===== src/hw/rtl/pses_pkg.sv =====
// Shared types and constants for the periodic slot event scheduler.
// No dependencies; imported by every RTL module of the block.
package pses_pkg;

	localparam int NUM_SLOTS_MAX      = 8;
	localparam int DEFAULT_SLOT_COUNT = 8;
	localparam int REG_IDX_W          = $clog2(NUM_SLOTS_MAX);
	localparam int CFG_IDX_W          = REG_IDX_W + 1;
	localparam int SETUP_W            = 49;
	localparam int PC_W               = 16;
	localparam int ACT_W              = 3;
	localparam int ACTIONS_W          = ACT_W * NUM_SLOTS_MAX;

	localparam logic [PC_W-1:0] DUR_FOREVER = 16'hFFFE;
	localparam logic [PC_W-1:0] DIST_NONE   = 16'hFFFF;

	localparam int ACT_START_BIT = 0;
	localparam int ACT_STOP_BIT  = 1;
	localparam int ACT_LOG_BIT   = 2;

	// Bit layout matches the setup register: {log_step, duration, interval, enable}
	typedef struct packed {
		logic [PC_W-1:0] log_step;
		logic [PC_W-1:0] duration;
		logic [PC_W-1:0] interval;
		logic            en;
	} setup_t;

	typedef struct packed {
		logic start;    // latch count, clear accumulators
		logic step;     // process the addressed slot
		logic publish;  // move accumulators to the output register
	} cmd_t;

	typedef enum logic [2:0] {
		ST_IDLE  = 3'b001,
		ST_RUN   = 3'b010,
		ST_FLUSH = 3'b100
	} state_t;

endpackage


===== src/hw/rtl/pses_ctrl.sv =====
// Controller FSM: input/output handshakes, slot sweep counter, datapath commands.
// Depends on pses_pkg.
module pses_ctrl
	import pses_pkg::*;
#(
	parameter int SLOT_COUNT = DEFAULT_SLOT_COUNT,
	parameter int SLOT_IDX_W = 1
) (
	input  logic                  clk,
	input  logic                  arst_n,
	input  logic                  in_valid,
	output logic                  in_ready,
	output logic                  out_valid,
	input  logic                  out_ready,
	output cmd_t                  cmd,
	output logic [SLOT_IDX_W-1:0] slot
);

	state_t                state_q;
	logic [SLOT_IDX_W-1:0] slot_q;
	logic                  out_valid_q;
	logic                  accept;
	logic                  last_slot;
	logic                  out_free;

	assign in_ready    = (state_q == ST_IDLE);
	assign accept      = in_valid && in_ready;
	assign last_slot   = (slot_q == SLOT_IDX_W'(SLOT_COUNT - 1));
	assign out_free    = !out_valid_q || out_ready;
	assign cmd.start   = accept;
	assign cmd.step    = (state_q == ST_RUN);
	assign cmd.publish = (state_q == ST_FLUSH) && out_free;
	assign slot        = slot_q;
	assign out_valid   = out_valid_q;

	always_ff @(posedge clk or negedge arst_n) begin
		if (!arst_n) begin
			state_q     <= ST_IDLE;
			slot_q      <= '0;
			out_valid_q <= 1'b0;
		end else begin
			unique case (state_q)
				ST_IDLE: begin
					if (accept) begin
						state_q <= ST_RUN;
						slot_q  <= '0;
					end
				end
				ST_RUN: begin
					if (last_slot) begin
						state_q <= ST_FLUSH;
					end else begin
						slot_q <= slot_q + 1'b1;
					end
				end
				ST_FLUSH: begin
					if (out_free) begin
						state_q <= ST_IDLE;
					end
				end
				default: begin
					state_q <= ST_IDLE;
				end
			endcase

			priority if (cmd.publish) begin
				out_valid_q <= 1'b1;
			end else if (out_ready) begin
				out_valid_q <= 1'b0;
			end else begin
				out_valid_q <= out_valid_q;
			end
		end
	end

endmodule


===== src/hw/rtl/pses_dp.sv =====
// Datapath: setup registers, per-slot event times, one-slot update unit,
// action/distance accumulators and the output register. Depends on pses_pkg.
module pses_dp
	import pses_pkg::*;
#(
	parameter int SLOT_COUNT = DEFAULT_SLOT_COUNT,
	parameter int SLOT_IDX_W = 1
) (
	input  logic                  clk,
	input  logic                  arst_n,
	input  cmd_t                  cmd,
	input  logic [SLOT_IDX_W-1:0] slot,
	input  logic [PC_W-1:0]       period_count,
	input  logic                  cfg_we,
	input  logic [CFG_IDX_W-1:0]  cfg_index,
	input  logic [SETUP_W-1:0]    cfg_data,
	output logic [ACTIONS_W-1:0]  slot_actions,
	output logic [PC_W-1:0]       wake_distance
);

	setup_t             setup_q [NUM_SLOTS_MAX];
	logic [PC_W-1:0]    start_q [SLOT_COUNT];
	logic [PC_W-1:0]    log_q   [SLOT_COUNT];
	logic [PC_W-1:0]    stop_q  [SLOT_COUNT];
	logic [PC_W-1:0]    pc_q;
	logic [ACTIONS_W-1:0] act_acc_q;
	logic [PC_W-1:0]    dist_acc_q;
	logic [ACTIONS_W-1:0] actions_q;
	logic [PC_W-1:0]    wake_q;

	setup_t          cur;
	logic            forever_dur;
	logic [ACT_W-1:0] act;
	logic [PC_W-1:0] start_n, log_n, stop_n;
	logic [PC_W-1:0] ds, dl, dp, dist_n;

	// One slot per cycle
	always_comb begin
		cur         = setup_q[REG_IDX_W'(slot)];
		forever_dur = (cur.duration == DUR_FOREVER);
		act         = '0;
		start_n     = start_q[slot];
		log_n       = log_q[slot];
		stop_n      = stop_q[slot];
		if (pc_q == start_q[slot]) begin
			act[ACT_START_BIT] = 1'b1;
			log_n   = pc_q + cur.log_step;
			start_n = pc_q + cur.interval;
			stop_n  = pc_q + cur.duration;
		end else begin
			act[ACT_LOG_BIT]  = (pc_q == log_q[slot]);
			act[ACT_STOP_BIT] = !forever_dur && (pc_q == stop_q[slot]);
			if (act[ACT_STOP_BIT]) begin
				stop_n = pc_q - 1'b1;
				log_n  = pc_q - 1'b1;
			end else if (act[ACT_LOG_BIT]) begin
				log_n = pc_q + cur.log_step;
			end
		end
		ds     = start_n - pc_q;
		dl     = log_n - pc_q;
		dp     = stop_n - pc_q;
		dist_n = dist_acc_q;
		if (ds < dist_n) dist_n = ds;
		if (dl < dist_n) dist_n = dl;
		if (!forever_dur && dp < dist_n) dist_n = dp;
	end

	always_ff @(posedge clk or negedge arst_n) begin
		if (!arst_n) begin
			for (int i = 0; i < NUM_SLOTS_MAX; i++) begin
				setup_q[i] <= '0;
			end
			for (int i = 0; i < SLOT_COUNT; i++) begin
				start_q[i] <= '0;
				log_q[i]   <= '0;
				stop_q[i]  <= '0;
			end
		end else begin
			if (cfg_we && cfg_index < CFG_IDX_W'(NUM_SLOTS_MAX)) begin
				setup_q[cfg_index[REG_IDX_W-1:0]] <= setup_t'(cfg_data);
			end
			if (cmd.step && cur.en) begin
				start_q[slot] <= start_n;
				log_q[slot]   <= log_n;
				stop_q[slot]  <= stop_n;
			end
		end
	end

	// Payload registers
	always_ff @(posedge clk) begin
		if (cmd.start) begin
			pc_q       <= period_count;
			act_acc_q  <= '0;
			dist_acc_q <= DIST_NONE;
		end else if (cmd.step && cur.en) begin
			act_acc_q  <= act_acc_q | (ACTIONS_W'(act) << (ACT_W * int'(slot)));
			dist_acc_q <= dist_n;
		end
		if (cmd.publish) begin
			actions_q <= act_acc_q;
			wake_q    <= dist_acc_q;
		end
	end

	assign slot_actions  = actions_q;
	assign wake_distance = wake_q;

endmodule


===== src/hw/rtl/periodic_slot_event_scheduler.sv =====
// Top level of the periodic slot event scheduler: controller plus datapath.
// Depends on pses_pkg, pses_ctrl and pses_dp.
//
//  channel | handshake             | payload
//  --------+-----------------------+---------------------------------------
//  input   | in_valid / in_ready   | period_count[15:0]
//  output  | out_valid / out_ready | slot_actions[23:0], wake_distance[15:0]
//  config  | cfg_we (no wait)      | cfg_index[3:0], cfg_data[48:0]
//
// Each input beat is accepted, then swept slot by slot through the shared update
// unit, then loaded into the output register.
// The next input beat is accepted as soon as the result is in the output
// register; a stalled output holds the sweep in its final state.
// Reset clears setup registers and all slot event times to zero at once.
// Config writes with index 8 or above are dropped.
module periodic_slot_event_scheduler
	import pses_pkg::*;
#(
	parameter int SLOT_COUNT = DEFAULT_SLOT_COUNT
) (
	input  logic                 clk,
	input  logic                 arst_n,
	input  logic                 in_valid,
	output logic                 in_ready,
	input  logic [PC_W-1:0]      period_count,
	output logic                 out_valid,
	input  logic                 out_ready,
	output logic [ACTIONS_W-1:0] slot_actions,
	output logic [PC_W-1:0]      wake_distance,
	input  logic                 cfg_we,
	input  logic [CFG_IDX_W-1:0] cfg_index,
	input  logic [SETUP_W-1:0]   cfg_data
);

	localparam int SlotIdxW = (SLOT_COUNT > 1) ? $clog2(SLOT_COUNT) : 1;

	cmd_t                cmd;
	logic [SlotIdxW-1:0] slot;

	// Sequencer: handshakes and slot sweep
	pses_ctrl #(
		.SLOT_COUNT (SLOT_COUNT),
		.SLOT_IDX_W (SlotIdxW)
	) u_ctrl (
		.clk       (clk),
		.arst_n    (arst_n),
		.in_valid  (in_valid),
		.in_ready  (in_ready),
		.out_valid (out_valid),
		.out_ready (out_ready),
		.cmd       (cmd),
		.slot      (slot)
	);

	// Slot state, update unit, accumulators, result register
	pses_dp #(
		.SLOT_COUNT (SLOT_COUNT),
		.SLOT_IDX_W (SlotIdxW)
	) u_dp (
		.clk           (clk),
		.arst_n        (arst_n),
		.cmd           (cmd),
		.slot          (slot),
		.period_count  (period_count),
		.cfg_we        (cfg_we),
		.cfg_index     (cfg_index),
		.cfg_data      (cfg_data),
		.slot_actions  (slot_actions),
		.wake_distance (wake_distance)
	);

endmodule


===== config.mk =====
export PLATFORM = sky130hd
export DESIGN_NAME = periodic_slot_event_scheduler
export DESIGN_NICKNAME = d
export VERILOG_FILES = /design/src/hw/rtl/pses_pkg.sv /design/src/hw/rtl/pses_ctrl.sv /design/src/hw/rtl/pses_dp.sv /design/src/hw/rtl/periodic_slot_event_scheduler.sv
export SDC_FILE = /design/constraint.sdc
export NUM_CORES = 2
export LEC_CHECK = 0
export BUFFER_PORTS_ARGS = -buffer_cell sky130_fd_sc_hd__buf_2
export CAP_MARGIN = 20
export CORE_MARGIN = 2
export CORE_UTILIZATION = 55
export DETAILED_ROUTE_END_ITERATION = 10
export PLACE_DENSITY_LB_ADDON = 0.12
export SYNTH_ARGS = -nofsm -noshare
export SYNTH_HDL_FRONTEND = slang
export SYNTH_SLANG_ARGS = --single-unit

===== constraint.sdc =====
create_clock -name clk -period 11.21 [get_ports clk]
set_input_delay 1.6815 -clock clk [delete_from_list [all_inputs] [get_ports clk]]
set_output_delay 1.6815 -clock clk [all_outputs]
set_load 0.01 [all_outputs]

==> impl_metrics.json <==
{
  "endpoint": "u_dp.dist_acc_q[15]$_SDFFE_PP1P_",
  "synth_most_common_cell": "dfrtp_1",
  "startpoint": "u_ctrl.slot[0]$_DFFE_PN0P_",
  "met1_length_um": 57600,
  "ys_types": 87,
  "htree_levels": 3,
  "max_slew_margin_pct": 25.3,
  "route.detailed.drc": 0,
  "worst-setup-path-type": "flip-flop to flip-flop",
  "post-place-ws_ns": 0.354,
  "clockBufferDepth": 3,
  "ios": 116,
  "port_buffers": 115,
  "crit_fanout": 37,
  "tightest_slew_ns": 1.09,
  "synth_top_cell_area_share_pct": 44.3,
  "wl_met2_um": 62400,
  "r2r-end": "u_dp.dist_acc_q[15]$_SDFFE_PP1P_",
  "cts_hold_buffers": 0,
  "p_sw_share_pct": 40.9,
  "ir_worst_vdd_v": 0.000247,
  "crit_path_max_incr_delay_ns": 0.73,
  "ys_ff_latch": 879,
  "worstSkewPairLatency_ns": 0.69,
  "num_rows": 103,
  "power_switching_uw": 6110,
  "synth_nets": 4120,
  "synth_async_sr_flop_share_pct": 89.1,
  "drtIter0Drc": 3153,
  "dieWidth_um": 288,
  "worstPathRequired_ns": 11.74,
  "clk_pin_slew_worst_paths_ns": 0.06,
  "vias": 32459,
  "cts_tree": "built",
  "netlist_instances": 3902,
  "wirelength_um": 135000,
  "cellLeakagePower_uw": 0.0226,
  "synth.area.top_cells": "dfrtp_1, mux2_2, a21oi_1",
  "yosysWarningCount": 0,
  "cp_slowest_cell": "or4_1",
  "core-area_um2": 79300,
  "cts_sinks": 879,
  "root_buffer": "clkbuf_16",
  "layout_setup_ws_ns": 0.682,
  "setup_tns_ns": 0,
  "cap_viol_max_count": 0,
  "crit_arrival_ns": 11.06,
  "initial_core_util_pct": 55.8,
  "antenna_found_initial": 6,
  "routed.top_layer": "met5",
  "internal-power_uw": 8830,
  "fp.dieH_um": 288,
  "power.density_nw_per_um2": 297,
  "post_drt_wl_per_cell_um": 26.1,
  "finalHoldViolCount": 0,
  "start_kind": "flip-flop",
  "syn_avg_cell_area_um2": 11.3,
  "area_growth_pct": 13.6,
  "drive_above_1_share_pct": 27.4,
  "synth_top_area_cell": "dfrtp_1",
  "grt_max_degree": 179,
  "r2r-start": "u_ctrl.slot[0]$_DFFE_PN0P_",
  "dr_wl_met3_um": 9280,
  "antenna_left": 0,
  "endpoint_kind": "flip-flop",
  "crit_path_frequent_cell": "a21oi_1",
  "grt_use_total_pct": 32.7,
  "worstRegToRegCells": 43,
  "synth_seq_area_share_pct": 49.9,
  "reg2reg_slack_ns": 0.68,
  "hold_class": "flip-flop to flip-flop",
  "syn-cell-area_um2": 44200,
  "dp_hpwl_um": 89900,
  "ys.flop_type": "dfrtp_1",
  "synth_common_cells": "dfrtp_1, mux2_2, a21oi_1",
  "grt_pass1_vias": 32035,
  "fillers": 6361,
  "cts_buffers": 92,
  "synth-edff-count": 56,
  "post-route-period-util_pct": 93.9,
  "avgViaCountPerCell": 6.28,
  "final-setup-viol-count": 0,
  "diodes": 0,
  "drtPass1Iterations": 6,
  "globalplace.congestion": 0.994,
  "p_seq_share_pct": 27.4,
  "fmax_mhz": 95.0,
  "final_net_count": 4263,
  "grt_first_pass_wirelength_um": 204000,
  "dieArea_um2": 82700,
  "finClkSkew_ns": 0.0521,
  "power_frac_comb_pct": 50.2,
  "maxSlewViolCount": 0,
  "min_period_ns": 10.53,
  "p_clk_share_pct": 22.5,
  "status": "finished, final reports clean",
  "overflow": 0
}
==> worst min path at each step <==
stage	start	to	depth (start not counted)
finish	u_dp.act_acc_q[11]$_SDFFE_PP0P_	u_dp.slot_actions[11]$_DFFE_PP_	0
floorplan	u_dp.act_acc_q[0]$_SDFFE_PP0P_	u_dp.slot_actions[0]$_DFFE_PP_	0
global placement	u_dp.act_acc_q[3]$_SDFFE_PP0P_	u_dp.slot_actions[3]$_DFFE_PP_	0
global route	u_dp.act_acc_q[5]$_SDFFE_PP0P_	u_dp.slot_actions[5]$_DFFE_PP_	0
CTS	u_dp.act_acc_q[11]$_SDFFE_PP0P_	u_dp.slot_actions[11]$_DFFE_PP_	0
detailed placement	u_dp.act_acc_q[11]$_SDFFE_PP0P_	u_dp.slot_actions[11]$_DFFE_PP_	0
==> cell type report <==
class	count	area, µm²	share of cell area (%)
clock buffer	118	2520	5.02
inverter	116	437	0.869
clock inverter	51	851	1.69
sequential	879	22100	44.0
multi-input combinational	2665	20900	41.6
tap	1050	1310	2.62
timing repair buffer	291	2120	4.22
==> logic make-up after synthesis <==
family / Yosys count / synth area share, %
compound gates: 929 / 13.3
flops: 879 / 49.9
simple gates: 752 / 7.79
mux: 703 / 18.6
buf+inv: 358 / 3.37
fa+ha+maj: 144 / 4.18
xor+xnor: 137 / 2.78
==> layout by cell type (no fill, tap or decap), drive strengths merged, types with 19 or more instances in the layout <==
master / netlist / final
mux4: 39 / 39
edfxtp: 56 / 56
nand4: 40 / 40
nand2b: 21 / 21
xor2: 23 / 23
a21oi: 421 / 421
a22oi: 139 / 139
buf: 87 / 288
clkbuf: 155 / 121
xnor2: 113 / 113
nand3: 26 / 26
nor2b: 26 / 26
dfrtp: 782 / 782
a21o: 30 / 30
mux2i: 101 / 101
clkinv: 4 / 33
dfxtp: 40 / 40
ha: 138 / 138
mux2: 563 / 563
a221oi: 51 / 51
o21ai: 104 / 104
o22ai: 19 / 19
nor2: 401 / 401
o21a: 20 / 20
inv: 112 / 114
nor3: 46 / 46
nand2: 111 / 111
==> registers in the layout, summed over array words and instances (netlist names) <==
name	count
u_ctrl.slot	3
u_dp.dist_acc_q	16
u_dp.pc_q	16
u_dp.wake_distance	16
u_dp.stop_q	128
u_dp.act_acc_q	24
u_dp.setup_q	392
u_ctrl.out_valid	1
u_dp.slot_actions	24
u_ctrl.state_q	3
u_dp.start_q	128
u_dp.log_q	128
==> per-layer routing <==
| metal | global-route usage [%] | vias to the layer above |
|---|---|---|
| li1 | - | 14491 |
| met1 | 45.2 | 16446 |
| met3 | 5.05 | 308 |
| met5 | 0 | - |
| met4 | 11.7 | 8 |
| met2 | 52.6 | 1206 |
==> critical path: cells and delay by family, from the launching register on <==
kind	cells	cell delay (ns)
compound gates	16	3.45
xor+xnor	2	0.35
fa+ha+maj	4	1.18
buf+inv	9	1.60
flops	1	0.55
mux	2	0.72
simple gates	10	2.48
==> stage by stage <==
step | hold slack, ns | std cells | power (µW) | cell area [µm²] | util (%)
finish | 0.436 | 5170 | 14900 | 50200 | 63.4
global route | 0.452 | 5170 | 15800 | 50200 | 63.4
CTS | 0.434 | 5150 | 14700 | 49900 | 62.9
detailed placement | 0.416 | 4981 | 11300 | 46500 | 58.6
global placement | 0.415 | 4977 | 11200 | 46400 | 58.6
floorplan | 0.409 | 3902 | 8990 | 44200 | -
==> power by group through the flow <==
stage / Combinational (µW) / Sequential (µW) / Clock [µW]
global route: 8170 / 4150 / 3520
global placement: 7100 / 4120 / 0
finish: 7490 / 4090 / 3350
detailed placement: 7170 / 4140 / 0
CTS: 7210 / 4090 / 3390
floorplan: 4970 / 4020 / 0
==> timing repair <==
action                     in CTS  in global routing
setup endpoints to repair       0                 16
resized for setup               0                 46
buffers inserted                0                 18
Power figures use the tool's default switching activity.
